==> src/rtl/icalc_pkg.sv <==
// Shared types, codes and constants for the two-operand infix calculator.
package icalc_pkg;

    localparam int OPERAND_BITS_DEF  = 23;
    localparam int FRACTION_BITS_DEF = 16;
    localparam int VALUE_BITS        = 64;
    localparam int QUEUE_DEPTH       = 2;

    localparam logic [7:0] CH_NUL   = 8'h00;
    localparam logic [7:0] CH_SPACE = 8'h20;
    localparam logic [7:0] CH_STAR  = 8'h2A;
    localparam logic [7:0] CH_PLUS  = 8'h2B;
    localparam logic [7:0] CH_MINUS = 8'h2D;
    localparam logic [7:0] CH_SLASH = 8'h2F;
    localparam logic [7:0] CH_ZERO  = 8'h30;
    localparam logic [7:0] CH_NINE  = 8'h39;

    typedef enum logic [1:0] {
        OP_ADD = 2'd0,
        OP_SUB = 2'd1,
        OP_MUL = 2'd2,
        OP_DIV = 2'd3
    } op_t;

    typedef enum logic [2:0] {
        ST_OK       = 3'd0,
        ST_SYNTAX   = 3'd1,
        ST_DIVZERO  = 3'd2,
        ST_UNKNOWN  = 3'd3,
        ST_OVERFLOW = 3'd4
    } st_t;

    typedef struct packed {
        logic neg;
        op_t  op;
        st_t  err;
    } ctl_t;

    localparam int CTL_BITS = $bits(ctl_t);

    typedef struct packed {
        logic full;
        logic empty;
    } q_stat_t;

    function automatic logic [2:0] st_rank(st_t code);
        logic [2:0] r;
        unique case (code)
            ST_SYNTAX:   r = 3'd4;
            ST_OVERFLOW: r = 3'd3;
            ST_UNKNOWN:  r = 3'd2;
            ST_DIVZERO:  r = 3'd1;
            default:     r = 3'd0;
        endcase
        return r;
    endfunction

    // keep the higher-priority error
    function automatic st_t st_pick(st_t cur, st_t code);
        return (st_rank(code) > st_rank(cur)) ? code : cur;
    endfunction

endpackage

==> src/rtl/icalc_ch_if.sv <==
// Character input channel: one ASCII character per beat.
interface icalc_ch_if;
    logic       valid;
    logic       ready;
    logic [7:0] ch;

    modport source (output valid, output ch, input ready);
    modport sink   (input valid, input ch, output ready);
endinterface

==> src/rtl/icalc_res_if.sv <==
// Result output channel: fixed-point value and status per beat.
interface icalc_res_if;
    logic        valid;
    logic        ready;
    logic [63:0] value;
    logic [2:0]  status;

    modport source (output valid, output value, output status, input ready);
    modport sink   (input valid, input value, input status, output ready);
endinterface

==> src/rtl/icalc_fifo.sv <==
// Small flip-flop queue carrying parsed expressions from front to back.
module icalc_fifo #(
    parameter int WIDTH = 8,
    parameter int DEPTH = icalc_pkg::QUEUE_DEPTH
) (
    input  logic                  clk,
    input  logic                  rst_n,
    input  logic                  push,
    input  logic [WIDTH-1:0]      wr_data,
    input  logic                  pop,
    output logic [WIDTH-1:0]      rd_data,
    output icalc_pkg::q_stat_t    stat
);
    localparam int AW = (DEPTH > 1) ? $clog2(DEPTH) : 1;
    localparam int CW = $clog2(DEPTH + 1);

    logic [WIDTH-1:0] mem_reg [DEPTH];
    logic [AW-1:0]    wr_ptr_reg, wr_ptr_next;
    logic [AW-1:0]    rd_ptr_reg, rd_ptr_next;
    logic [CW-1:0]    cnt_reg, cnt_next;
    logic             do_push, do_pop;

    assign stat.full  = (cnt_reg == CW'(DEPTH));
    assign stat.empty = (cnt_reg == '0);
    assign do_push    = push && !stat.full;
    assign do_pop     = pop && !stat.empty;
    assign rd_data    = mem_reg[rd_ptr_reg];

    always_comb
    begin
        wr_ptr_next = wr_ptr_reg;
        rd_ptr_next = rd_ptr_reg;
        cnt_next    = cnt_reg;
        if (do_push)
        begin
            wr_ptr_next = (wr_ptr_reg == AW'(DEPTH - 1)) ? '0 : wr_ptr_reg + 1'b1;
        end
        if (do_pop)
        begin
            rd_ptr_next = (rd_ptr_reg == AW'(DEPTH - 1)) ? '0 : rd_ptr_reg + 1'b1;
        end
        if (do_push && !do_pop)
        begin
            cnt_next = cnt_reg + 1'b1;
        end
        else if (do_pop && !do_push)
        begin
            cnt_next = cnt_reg - 1'b1;
        end
    end

    always_ff @(posedge clk or negedge rst_n)
    begin
        if (!rst_n)
        begin
            wr_ptr_reg <= '0;
            rd_ptr_reg <= '0;
            cnt_reg    <= '0;
        end
        else
        begin
            wr_ptr_reg <= wr_ptr_next;
            rd_ptr_reg <= rd_ptr_next;
            cnt_reg    <= cnt_next;
        end
    end

    always_ff @(posedge clk)
    begin
        if (do_push)
        begin
            mem_reg[wr_ptr_reg] <= wr_data;
        end
    end

endmodule

==> src/rtl/icalc_front.sv <==
// Front end: character parser that builds operands, operator and error status.
module icalc_front #(
    parameter int OPERAND_BITS = icalc_pkg::OPERAND_BITS_DEF,
    parameter int JOB_BITS     = icalc_pkg::CTL_BITS + 2 * OPERAND_BITS
) (
    input  logic                 clk,
    input  logic                 rst_n,
    icalc_ch_if.sink             chars,
    input  icalc_pkg::q_stat_t   q_stat,
    output logic                 push,
    output logic [JOB_BITS-1:0]  job
);
    localparam int ACC_BITS = OPERAND_BITS + 4;
    localparam logic [OPERAND_BITS-1:0] OPERAND_MAX = {OPERAND_BITS{1'b1}};

    typedef enum logic [2:0] {
        PH_START,
        PH_FIRST_DIGIT,
        PH_IN_FIRST,
        PH_SECOND_DIGIT,
        PH_IN_SECOND,
        PH_DRAIN
    } phase_t;

    phase_t                  phase_reg, phase_next;
    logic                    neg_reg, neg_next;
    logic [OPERAND_BITS-1:0] left_reg, left_next;
    logic [OPERAND_BITS-1:0] right_reg, right_next;
    icalc_pkg::op_t          op_reg, op_next;
    icalc_pkg::st_t          err_reg, err_next;

    logic                    accept;
    logic                    is_digit;
    logic [3:0]              digit;
    logic [OPERAND_BITS-1:0] acc_src;
    logic [ACC_BITS-1:0]     acc_x, acc_wide;
    logic                    acc_ovf;
    logic [OPERAND_BITS-1:0] dig_val;
    icalc_pkg::st_t          err_dig, err_end1, err_end2;
    icalc_pkg::ctl_t         job_ctl;

    assign chars.ready = !q_stat.full;
    assign accept      = chars.valid && chars.ready;
    assign is_digit    = (chars.ch >= icalc_pkg::CH_ZERO) && (chars.ch <= icalc_pkg::CH_NINE);
    assign digit       = 4'(chars.ch - icalc_pkg::CH_ZERO);

    // shared decimal accumulator: acc * 10 + digit, saturating
    always_comb
    begin
        unique case (phase_reg)
            PH_IN_FIRST:  acc_src = left_reg;
            PH_IN_SECOND: acc_src = right_reg;
            default:      acc_src = '0;
        endcase
    end

    assign acc_x    = ACC_BITS'(acc_src);
    assign acc_wide = (acc_x << 3) + (acc_x << 1) + ACC_BITS'(digit);
    assign acc_ovf  = acc_wide > ACC_BITS'(OPERAND_MAX);
    assign dig_val  = acc_ovf ? OPERAND_MAX : acc_wide[OPERAND_BITS-1:0];
    assign err_dig  = acc_ovf ? icalc_pkg::st_pick(err_reg, icalc_pkg::ST_OVERFLOW) : err_reg;

    // end-of-expression checks
    assign err_end1 = (phase_reg != PH_IN_SECOND)
                      ? icalc_pkg::st_pick(err_reg, icalc_pkg::ST_SYNTAX) : err_reg;
    assign err_end2 = (op_reg == icalc_pkg::OP_DIV && right_reg == '0)
                      ? icalc_pkg::st_pick(err_end1, icalc_pkg::ST_DIVZERO) : err_end1;

    assign job_ctl.neg = neg_reg;
    assign job_ctl.op  = op_reg;
    assign job_ctl.err = err_end2;
    assign job         = {job_ctl, left_reg, right_reg};

    always_comb
    begin
        phase_next = phase_reg;
        neg_next   = neg_reg;
        left_next  = left_reg;
        right_next = right_reg;
        op_next    = op_reg;
        err_next   = err_reg;
        push       = 1'b0;
        if (accept)
        begin
            if (chars.ch == icalc_pkg::CH_NUL)
            begin
                push       = 1'b1;
                phase_next = PH_START;
                neg_next   = 1'b0;
                left_next  = '0;
                right_next = '0;
                op_next    = icalc_pkg::OP_ADD;
                err_next   = icalc_pkg::ST_OK;
            end
            else if (chars.ch != icalc_pkg::CH_SPACE)
            begin
                unique case (phase_reg)
                    PH_START:
                    begin
                        if (chars.ch == icalc_pkg::CH_MINUS)
                        begin
                            neg_next   = 1'b1;
                            phase_next = PH_FIRST_DIGIT;
                        end
                        else if (is_digit)
                        begin
                            left_next  = dig_val;
                            err_next   = err_dig;
                            phase_next = PH_IN_FIRST;
                        end
                        else
                        begin
                            err_next   = icalc_pkg::st_pick(err_reg, icalc_pkg::ST_SYNTAX);
                            phase_next = PH_DRAIN;
                        end
                    end
                    PH_FIRST_DIGIT:
                    begin
                        if (is_digit)
                        begin
                            left_next  = dig_val;
                            err_next   = err_dig;
                            phase_next = PH_IN_FIRST;
                        end
                        else
                        begin
                            err_next   = icalc_pkg::st_pick(err_reg, icalc_pkg::ST_SYNTAX);
                            phase_next = PH_DRAIN;
                        end
                    end
                    PH_IN_FIRST:
                    begin
                        if (is_digit)
                        begin
                            left_next = dig_val;
                            err_next  = err_dig;
                        end
                        else
                        begin
                            unique case (chars.ch)
                                icalc_pkg::CH_PLUS:  op_next = icalc_pkg::OP_ADD;
                                icalc_pkg::CH_MINUS: op_next = icalc_pkg::OP_SUB;
                                icalc_pkg::CH_STAR:  op_next = icalc_pkg::OP_MUL;
                                icalc_pkg::CH_SLASH: op_next = icalc_pkg::OP_DIV;
                                default:
                                    err_next = icalc_pkg::st_pick(err_reg, icalc_pkg::ST_UNKNOWN);
                            endcase
                            phase_next = PH_SECOND_DIGIT;
                        end
                    end
                    PH_SECOND_DIGIT:
                    begin
                        if (is_digit)
                        begin
                            right_next = dig_val;
                            err_next   = err_dig;
                            phase_next = PH_IN_SECOND;
                        end
                        else
                        begin
                            err_next   = icalc_pkg::st_pick(err_reg, icalc_pkg::ST_SYNTAX);
                            phase_next = PH_DRAIN;
                        end
                    end
                    PH_IN_SECOND:
                    begin
                        if (is_digit)
                        begin
                            right_next = dig_val;
                            err_next   = err_dig;
                        end
                        else
                        begin
                            err_next   = icalc_pkg::st_pick(err_reg, icalc_pkg::ST_SYNTAX);
                            phase_next = PH_DRAIN;
                        end
                    end
                    default:
                    begin
                    end
                endcase
            end
        end
    end

    always_ff @(posedge clk or negedge rst_n)
    begin
        if (!rst_n)
        begin
            phase_reg <= PH_START;
            neg_reg   <= 1'b0;
            left_reg  <= '0;
            right_reg <= '0;
            op_reg    <= icalc_pkg::OP_ADD;
            err_reg   <= icalc_pkg::ST_OK;
        end
        else
        begin
            phase_reg <= phase_next;
            neg_reg   <= neg_next;
            left_reg  <= left_next;
            right_reg <= right_next;
            op_reg    <= op_next;
            err_reg   <= err_next;
        end
    end

endmodule

==> src/rtl/icalc_back.sv <==
// Back end: arithmetic unit with iterative divider and registered result beat.
module icalc_back #(
    parameter int OPERAND_BITS  = icalc_pkg::OPERAND_BITS_DEF,
    parameter int FRACTION_BITS = icalc_pkg::FRACTION_BITS_DEF,
    parameter int JOB_BITS      = icalc_pkg::CTL_BITS + 2 * OPERAND_BITS
) (
    input  logic                 clk,
    input  logic                 rst_n,
    input  icalc_pkg::q_stat_t   q_stat,
    input  logic [JOB_BITS-1:0]  job,
    output logic                 pop,
    icalc_res_if.source          results
);
    localparam int VB = icalc_pkg::VALUE_BITS;
    localparam int DW = OPERAND_BITS + FRACTION_BITS;
    localparam int CW = $clog2(DW);

    typedef enum logic [0:0] {
        BK_IDLE,
        BK_DIV
    } bk_state_t;

    bk_state_t               state_reg, state_next;
    logic                    out_valid_reg, out_valid_next;
    logic [VB-1:0]           value_reg, value_next;
    icalc_pkg::st_t          status_reg, status_next;
    logic                    neg_reg, neg_next;
    logic [OPERAND_BITS-1:0] div_b_reg, div_b_next;
    logic [OPERAND_BITS-1:0] rem_reg, rem_next;
    logic [DW-1:0]           quo_reg, quo_next;
    logic [CW-1:0]           cnt_reg, cnt_next;

    icalc_pkg::ctl_t           ctl;
    logic [OPERAND_BITS-1:0]   op_a, op_b;
    logic [VB-1:0]             a64, b64, sa, arith;
    logic [2*OPERAND_BITS-1:0] prod;
    logic [VB-1:0]             prod_sh;
    logic                      out_free;
    logic [OPERAND_BITS:0]     rem_sh;
    logic                      ge;
    logic [OPERAND_BITS:0]     rem_sub;
    logic [DW-1:0]             quo_step;
    logic [VB-1:0]             q64;

    assign ctl  = icalc_pkg::ctl_t'(job[JOB_BITS-1 -: icalc_pkg::CTL_BITS]);
    assign op_a = job[2*OPERAND_BITS-1 -: OPERAND_BITS];
    assign op_b = job[OPERAND_BITS-1:0];

    assign a64     = VB'(op_a);
    assign b64     = VB'(op_b);
    assign sa      = ctl.neg ? (VB'(0) - a64) : a64;
    assign prod    = op_a * op_b;
    assign prod_sh = VB'(prod) << FRACTION_BITS;

    always_comb
    begin
        unique case (ctl.op)
            icalc_pkg::OP_ADD: arith = (sa + b64) << FRACTION_BITS;
            icalc_pkg::OP_SUB: arith = (sa - b64) << FRACTION_BITS;
            default:           arith = ctl.neg ? (VB'(0) - prod_sh) : prod_sh;
        endcase
    end

    // restoring divide, one quotient bit per cycle
    assign rem_sh   = {rem_reg, quo_reg[DW-1]};
    assign ge       = rem_sh >= {1'b0, div_b_reg};
    assign rem_sub  = ge ? (rem_sh - {1'b0, div_b_reg}) : rem_sh;
    assign quo_step = {quo_reg[DW-2:0], ge};
    assign q64      = VB'(quo_step);

    assign out_free = !out_valid_reg || results.ready;

    always_comb
    begin
        state_next     = state_reg;
        out_valid_next = out_valid_reg && !results.ready;
        value_next     = value_reg;
        status_next    = status_reg;
        neg_next       = neg_reg;
        div_b_next     = div_b_reg;
        rem_next       = rem_reg;
        quo_next       = quo_reg;
        cnt_next       = cnt_reg;
        pop            = 1'b0;
        unique case (state_reg)
            BK_IDLE:
            begin
                if (!q_stat.empty && out_free)
                begin
                    pop = 1'b1;
                    if (ctl.err != icalc_pkg::ST_OK)
                    begin
                        out_valid_next = 1'b1;
                        value_next     = '0;
                        status_next    = ctl.err;
                    end
                    else if (ctl.op == icalc_pkg::OP_DIV)
                    begin
                        state_next = BK_DIV;
                        neg_next   = ctl.neg;
                        div_b_next = op_b;
                        rem_next   = '0;
                        quo_next   = DW'(op_a) << FRACTION_BITS;
                        cnt_next   = CW'(DW - 1);
                    end
                    else
                    begin
                        out_valid_next = 1'b1;
                        value_next     = arith;
                        status_next    = icalc_pkg::ST_OK;
                    end
                end
            end
            default:
            begin
                rem_next = rem_sub[OPERAND_BITS-1:0];
                quo_next = quo_step;
                if (cnt_reg == '0)
                begin
                    // output register is empty here: it drained when the job was taken
                    state_next     = BK_IDLE;
                    out_valid_next = 1'b1;
                    value_next     = neg_reg ? (VB'(0) - q64) : q64;
                    status_next    = icalc_pkg::ST_OK;
                end
                else
                begin
                    cnt_next = cnt_reg - 1'b1;
                end
            end
        endcase
    end

    always_ff @(posedge clk or negedge rst_n)
    begin
        if (!rst_n)
        begin
            state_reg     <= BK_IDLE;
            out_valid_reg <= 1'b0;
            value_reg     <= '0;
            status_reg    <= icalc_pkg::ST_OK;
            neg_reg       <= 1'b0;
            div_b_reg     <= '0;
            rem_reg       <= '0;
            quo_reg       <= '0;
            cnt_reg       <= '0;
        end
        else
        begin
            state_reg     <= state_next;
            out_valid_reg <= out_valid_next;
            value_reg     <= value_next;
            status_reg    <= status_next;
            neg_reg       <= neg_next;
            div_b_reg     <= div_b_next;
            rem_reg       <= rem_next;
            quo_reg       <= quo_next;
            cnt_reg       <= cnt_next;
        end
    end

    assign results.valid  = out_valid_reg;
    assign results.value  = value_reg;
    assign results.status = status_reg;

endmodule

==> src/rtl/infix_two_operand_expression_evaluator.sv <==
// Top level of the two-operand infix calculator: parser, queue and arithmetic back end.
// Takes one ASCII character per beat; spaces are skipped and a zero byte closes the
// expression and yields one result beat (Q47.16 value and status; value is zero on any
// error). The parser takes a character every cycle as long as the two-entry expression
// queue has room. Add, subtract and multiply results are registered in the back end and
// appear in the cycle after the queue hands them over; divide runs on a restoring divider
// at one quotient bit per cycle. The divider, and a result beat that is not taken, hold up
// following expressions. Characters stall only while two finished expressions wait in the
// queue.
module infix_two_operand_expression_evaluator #(
    parameter int OPERAND_BITS  = icalc_pkg::OPERAND_BITS_DEF,
    parameter int FRACTION_BITS = icalc_pkg::FRACTION_BITS_DEF
) (
    input  logic         clk,
    input  logic         rst_n,
    icalc_ch_if.sink     chars,
    icalc_res_if.source  results
);
    localparam int JOB_BITS = icalc_pkg::CTL_BITS + 2 * OPERAND_BITS;

    logic                q_push, q_pop;
    logic [JOB_BITS-1:0] q_wr_data, q_rd_data;
    icalc_pkg::q_stat_t  q_stat;
    icalc_pkg::ctl_t     head_ctl;

    icalc_front #(
        .OPERAND_BITS (OPERAND_BITS),
        .JOB_BITS     (JOB_BITS)
    ) u_front (
        .clk    (clk),
        .rst_n  (rst_n),
        .chars  (chars),
        .q_stat (q_stat),
        .push   (q_push),
        .job    (q_wr_data)
    );

    icalc_fifo #(
        .WIDTH (JOB_BITS),
        .DEPTH (icalc_pkg::QUEUE_DEPTH)
    ) u_fifo (
        .clk     (clk),
        .rst_n   (rst_n),
        .push    (q_push),
        .wr_data (q_wr_data),
        .pop     (q_pop),
        .rd_data (q_rd_data),
        .stat    (q_stat)
    );

    icalc_back #(
        .OPERAND_BITS  (OPERAND_BITS),
        .FRACTION_BITS (FRACTION_BITS),
        .JOB_BITS      (JOB_BITS)
    ) u_back (
        .clk     (clk),
        .rst_n   (rst_n),
        .q_stat  (q_stat),
        .job     (q_rd_data),
        .pop     (q_pop),
        .results (results)
    );

    assign head_ctl = icalc_pkg::ctl_t'(q_rd_data[JOB_BITS-1 -: icalc_pkg::CTL_BITS]);

    a_err_value_zero: assert property (@(posedge clk) disable iff (!rst_n)
        results.valid && results.status != icalc_pkg::ST_OK |-> results.value == '0)
        else $error("error result carries a nonzero value");

    a_no_push_full: assert property (@(posedge clk) disable iff (!rst_n)
        q_push |-> !q_stat.full)
        else $error("expression pushed into a full queue");

    a_err_passthrough: assert property (@(posedge clk) disable iff (!rst_n)
        q_pop && head_ctl.err != icalc_pkg::ST_OK
        |=> results.valid && results.status == $past(head_ctl.err))
        else $error("errored expression did not produce its status beat");

endmodule

==> src/flat_wrapper.sv <==
// flat-port wrapper written by rule: the top's interface ports become plain ports
module infix_two_operand_expression_evaluator_flat 
#(
    parameter int OPERAND_BITS  = icalc_pkg::OPERAND_BITS_DEF,
    parameter int FRACTION_BITS = icalc_pkg::FRACTION_BITS_DEF
)
  (clk, rst_n, chars_valid, chars_ch, chars_ready, results_valid, results_value, results_status, results_ready);
  icalc_ch_if chars_i ();
  icalc_res_if results_i ();
  input  logic clk;
  input  logic rst_n;
  input wire logic [$bits(chars_i.valid)-1:0] chars_valid;
  input wire logic [$bits(chars_i.ch)-1:0] chars_ch;
  output wire logic [$bits(chars_i.ready)-1:0] chars_ready;
  output wire logic [$bits(results_i.valid)-1:0] results_valid;
  output wire logic [$bits(results_i.value)-1:0] results_value;
  output wire logic [$bits(results_i.status)-1:0] results_status;
  input wire logic [$bits(results_i.ready)-1:0] results_ready;
  assign chars_i.valid = chars_valid;
  assign chars_i.ch = chars_ch;
  assign chars_ready = chars_i.ready;
  assign results_valid = results_i.valid;
  assign results_value = results_i.value;
  assign results_status = results_i.status;
  assign results_i.ready = results_ready;
  infix_two_operand_expression_evaluator #(.OPERAND_BITS(OPERAND_BITS), .FRACTION_BITS(FRACTION_BITS)) u_core (.clk(clk), .rst_n(rst_n), .chars(chars_i), .results(results_i));
endmodule
==> config.mk <==
export PLATFORM = sky130hd
export DESIGN_NAME = infix_two_operand_expression_evaluator_flat
export DESIGN_NICKNAME = d
export VERILOG_FILES = /design/src/rtl/icalc_pkg.sv /design/src/rtl/icalc_ch_if.sv /design/src/rtl/icalc_res_if.sv /design/src/rtl/icalc_fifo.sv /design/src/rtl/icalc_front.sv /design/src/rtl/icalc_back.sv /design/src/rtl/infix_two_operand_expression_evaluator.sv /design/src/flat_wrapper.sv
export SDC_FILE = /design/constraint.sdc
export NUM_CORES = 2
export LEC_CHECK = 0
export BUFFER_PORTS_ARGS = -buffer_cell sky130_fd_sc_hd__buf_2
export CORE_MARGIN = 2
export CORE_UTILIZATION = 55
export CTS_CLUSTER_DIAMETER = 30
export DETAILED_ROUTE_END_ITERATION = 16
export MAX_ROUTING_LAYER = met4
export PLACE_DENSITY = 0.71
export SYNTH_ARGS = -nofsm -noshare
export SYNTH_HDL_FRONTEND = slang
export SYNTH_SLANG_ARGS = --single-unit
==> constraint.sdc <==
create_clock -name clk -period 14.9 [get_ports clk]
set_clock_uncertainty 0.15 [all_clocks]
set_input_delay 2.98 -clock clk [delete_from_list [all_inputs] [get_ports clk]]
set_output_delay 2.98 -clock clk [all_outputs]
set_load 0.02 [all_outputs]
==> metrics.txt <==
Initial Utilization 55.3%; endpoint kind of the worst setup timing path flip-flop; insertion delay to the later sink of the worst-skew pair 0.61 ns; Post-Synthesis Net Count 5268; LEAKAGE 20.4 nW; critical path data arrival time 10.87 ns; Placed Instance Area 0.0406 sq mm; number of iterations in the first detailed-routing pass 6; most common cell type on the critical path sky130_fd_sc_hd__fa_1; CTS Root Buffer Type sky130_fd_sc_hd__clkbuf_16; Synth top area share 22.5%; number of flip-flops and latches in the synthesized netlist 324; Clock Path Buffers 3; flop-to-flop setup slack 4.38 ns; post-DR vias/cell 6.09; # clock sinks 324; Setup TNS 0 ns; path type of the worst min-delay path reg -> reg; power density over the cells 83.5 mW/mm^2; number of routed nets with antenna violations 0; data required time at the worst endpoint 15.24 ns; fin. max-slew vios 0; Mapped Area 0.0393 sq mm; async set-or-reset flop fraction in the synthesized netlist 67.9%; ys flop type sky130_fd_sc_hd__dfrtp_1; routed len/inst 22.2 um; combinational family with the most area after synthesis adder cells; multiplexer fraction of the synthesized cell area 2.89%; most area-consuming cells after synthesis sky130_fd_sc_hd__fa_1, sky130_fd_sc_hd__dfrtp_1, sky130_fd_sc_hd__ha_1; worst hold path depth 2; antenna violations before repair 2; number of standard-cell rows in the floorplan 98; start point of the worst hold path u_core.u_back.results.value[2]; critical register-to-register path startpoint u_core.u_fifo.rd_ptr_reg; NumNets Final 5253; maximum VDD drop 0.0000879 V; global-route usage over all layers 34.3%; crit path kind reg -> reg; adder and majority gate portion of the synthesized area 31.6%; sum of routed wire length over all layers 122 mm; terminating pin of the worst hold path u_core.u_back.results.value[2]; slowest stage delay, CP 0.83 ns; # IOs 81; via count of the routed design 33.6k; Final Instance Area 0.0431 sq mm; pin count of the biggest net entering global routing 133; flip-flop count of the largest register, all copies and words added 104; Area growth, synth to finish 9.62%; count of maximum capacitance violations 0; remaining global-route overflow 0; final hold violation count 0; Worst-path clk slew 0.05 ns; drt drc 0; number of distinct library cells after synthesis 94; Finish-stage setup viols 0; unrepaired setup endpoints after global routing no; Critical Path Start Type flip-flop; fraction of the cycle the final worst path needs 70.6%; sequential area share after synthesis 21.9%; postcts setup bufs 0; number of H-tree levels 3; first-pass GRT wire length 191 mm; post-synthesis xor/xnor area fraction 5.12%; final RePlAce weighted congestion 0.999; post-synthesis cell type with the largest combined area sky130_fd_sc_hd__fa_1; hold_buf cts 0; maximum fanout along the worst path 62; Max stage delay cell, worst path sky130_fd_sc_hd__dfrtp_4; post-cts resize count 0; TritonCTS buffer count 70; Die Outline Area 0.0736 sq mm; Compound-Gate Fraction of Synth Area 15.2%; clock tree from TritonCTS yes; reg2reg path depth 25; average size of a mapped cell 8.68 sq um; first-iteration detailed-routing DRC count 3470; horizontal extent of the die 271 um; Worst Tran Pin Value 1.20 ns; Die Y 271 um; number of cells produced by synthesis 4527; share of final-layout standard cells stronger than drive strength 1 8.28%; Slew Limit Headroom 20.3%; DP HPWL 92.6 mm; post-synthesis simple-gate area fraction 15.4%; number of warnings issued by yosys 0; achievable frequency 95.0 MHz; PortBufs 80; via count of the first global-routing pass 33.2k; run status finished clean; Reg-to-Reg End u_core.u_back.results.value[59]; area of the core 0.0711 sq mm; EDFF count, synth 104; fin crit period 10.52 ns
==> worst max-delay path by stage <==
| stage | startpoint | end | slack, ns |
|---|---|---|---|
| 2_1_floorplan | u_core.u_fifo.rd_ptr_reg | u_core.u_back.results.value[59] | 4.82 |
| 3_3_place_gp | u_core.u_fifo.rd_ptr_reg | u_core.u_back.results.value[59] | 4.69 |
| 3_5_place_dp | u_core.u_fifo.rd_ptr_reg | u_core.u_back.results.value[59] | 4.50 |
| 4_1_cts | u_core.u_fifo.rd_ptr_reg | u_core.u_back.results.value[59] | 4.49 |
| 5_1_grt | u_core.u_fifo.rd_ptr_reg | u_core.u_back.results.value[59] | 3.89 |
| 6_report | u_core.u_fifo.rd_ptr_reg | u_core.u_back.results.value[59] | 4.38 |
==> critical path: cells and delay by family, from the launching register on <==
| kind | cells | cell delay [ns] |
|---|---|---|
| muxes | 2 | 0.92 |
| and+or+nand+nor | 7 | 1.80 |
| adders and majority gates | 8 | 4.14 |
| buffers and inverters | 4 | 1.48 |
| AOI/OAI and AO/OA | 4 | 1.07 |
| DFF | 1 | 0.83 |
==> cells in the mapped netlist, drive strengths merged (14+ instances only) <==
| cell | count |
|---|---|
| fa | 442 |
| a21o | 41 |
| mux2 | 52 |
| clkbuf | 195 |
| o221ai | 15 |
| xor2 | 78 |
| mux2i | 55 |
| nor2 | 451 |
| xnor2 | 152 |
| nor4 | 20 |
| edfxtp | 104 |
| a211oi | 26 |
| nand2b | 24 |
| o31ai | 31 |
| nand4 | 30 |
| nor3 | 50 |
| and3 | 26 |
| a31oi | 41 |
| a221oi | 20 |
| or3 | 25 |
| nand2 | 616 |
| nand3 | 58 |
| a22o | 47 |
| dfrtp | 220 |
| o211ai | 25 |
| nor2b | 22 |
| buf | 34 |
| a21oi | 259 |
| o21ai | 280 |
| ha | 287 |
| and2 | 14 |
| o21bai | 20 |
| o21a | 26 |
| or2 | 15 |
| inv | 580 |
==> layout by cell type, fill, tap and decap left out, drive strengths merged, types with 20 or more instances in the layout <==
master and instances:
buf 142, inv 586, ha 287, fa 442
o21bai 20, o21ai 280, o21a 26, clkinv 23
mux2 52, a211oi 26, or3 25, nor3 50
nand3 58, nor2b 22, nor2 451, a21o 41
and3 26, nand2 616, o211ai 25, dfrtp 220
nand4 30, clkbuf 89, a31oi 41, o31ai 31
nor4 20, a221oi 20, a22o 47, xnor2 152
edfxtp 104, mux2i 55, xor2 78, a21oi 259
nand2b 24
==> metrics by stage <==
stage          std cells  worst slack (ns)  hold WS (ns)  util (%)  power [W]
3_3_place_gp        5390              4.69         0.299      57.2    0.00201
2_1_floorplan       4527              4.82         0.293         -    0.00175
4_1_cts             5517              4.49         0.321      60.6    0.00359
3_5_place_dp        5390              4.50         0.308      57.2    0.00203
5_1_grt             5519              3.89         0.357      60.6    0.00378
6_report            5520              4.38         0.315      60.6    0.00360
==> cell type report <==
type | instances | area (sq um)
Inverter | 581 | 2180
Sequential cell | 324 | 8640
Antenna cell | 3 | 7.51
Tap cell | 950 | 1190
Timing Repair Buffer | 142 | 888
Multi-Input combinational cell | 3393 | 27800
Clock buffer | 89 | 1960
Fill cell | 6161 | 28000
Clock inverter | 38 | 484
==> kinds of logic after synthesis <==
logic type / Yosys count
adder cells (fa/ha/maj): 729
multiplexers: 107
flip-flops: 324
AO/OA/AOI/OAI: 936
XOR/XNOR: 230
buffers and inverters: 810
AND/OR/NAND/NOR: 1391
==> report_power, final <==
| part | total [W] | leakage, nW | switching, W | internal [W] |
|---|---|---|---|---|
| combinational | 0.000974 | 15.5 | 0.000616 | 0.000359 |
| clock | 0.00157 | 1.19 | 0.000535 | 0.00103 |
| sequential | 0.00106 | 3.69 | 0.0000699 | 0.000986 |
| total | 0.00360 | 20.4 | 0.00122 | 0.00238 |
==> per-layer routing <==
| metal | up-vias | global-route usage (%) | share of wire [%] |
|---|---|---|---|
| met5 | - | - | 0 |
| met4 | 0 | 13.8 | 4.8 |
| li1 | 15100 | - | - |
| met2 | 1622 | 51.4 | 44 |
| met3 | 337 | 8.01 | 10 |
| met1 | 16500 | 45.1 | 41 |
Note: power is estimated with default switching activity, not from simulation.
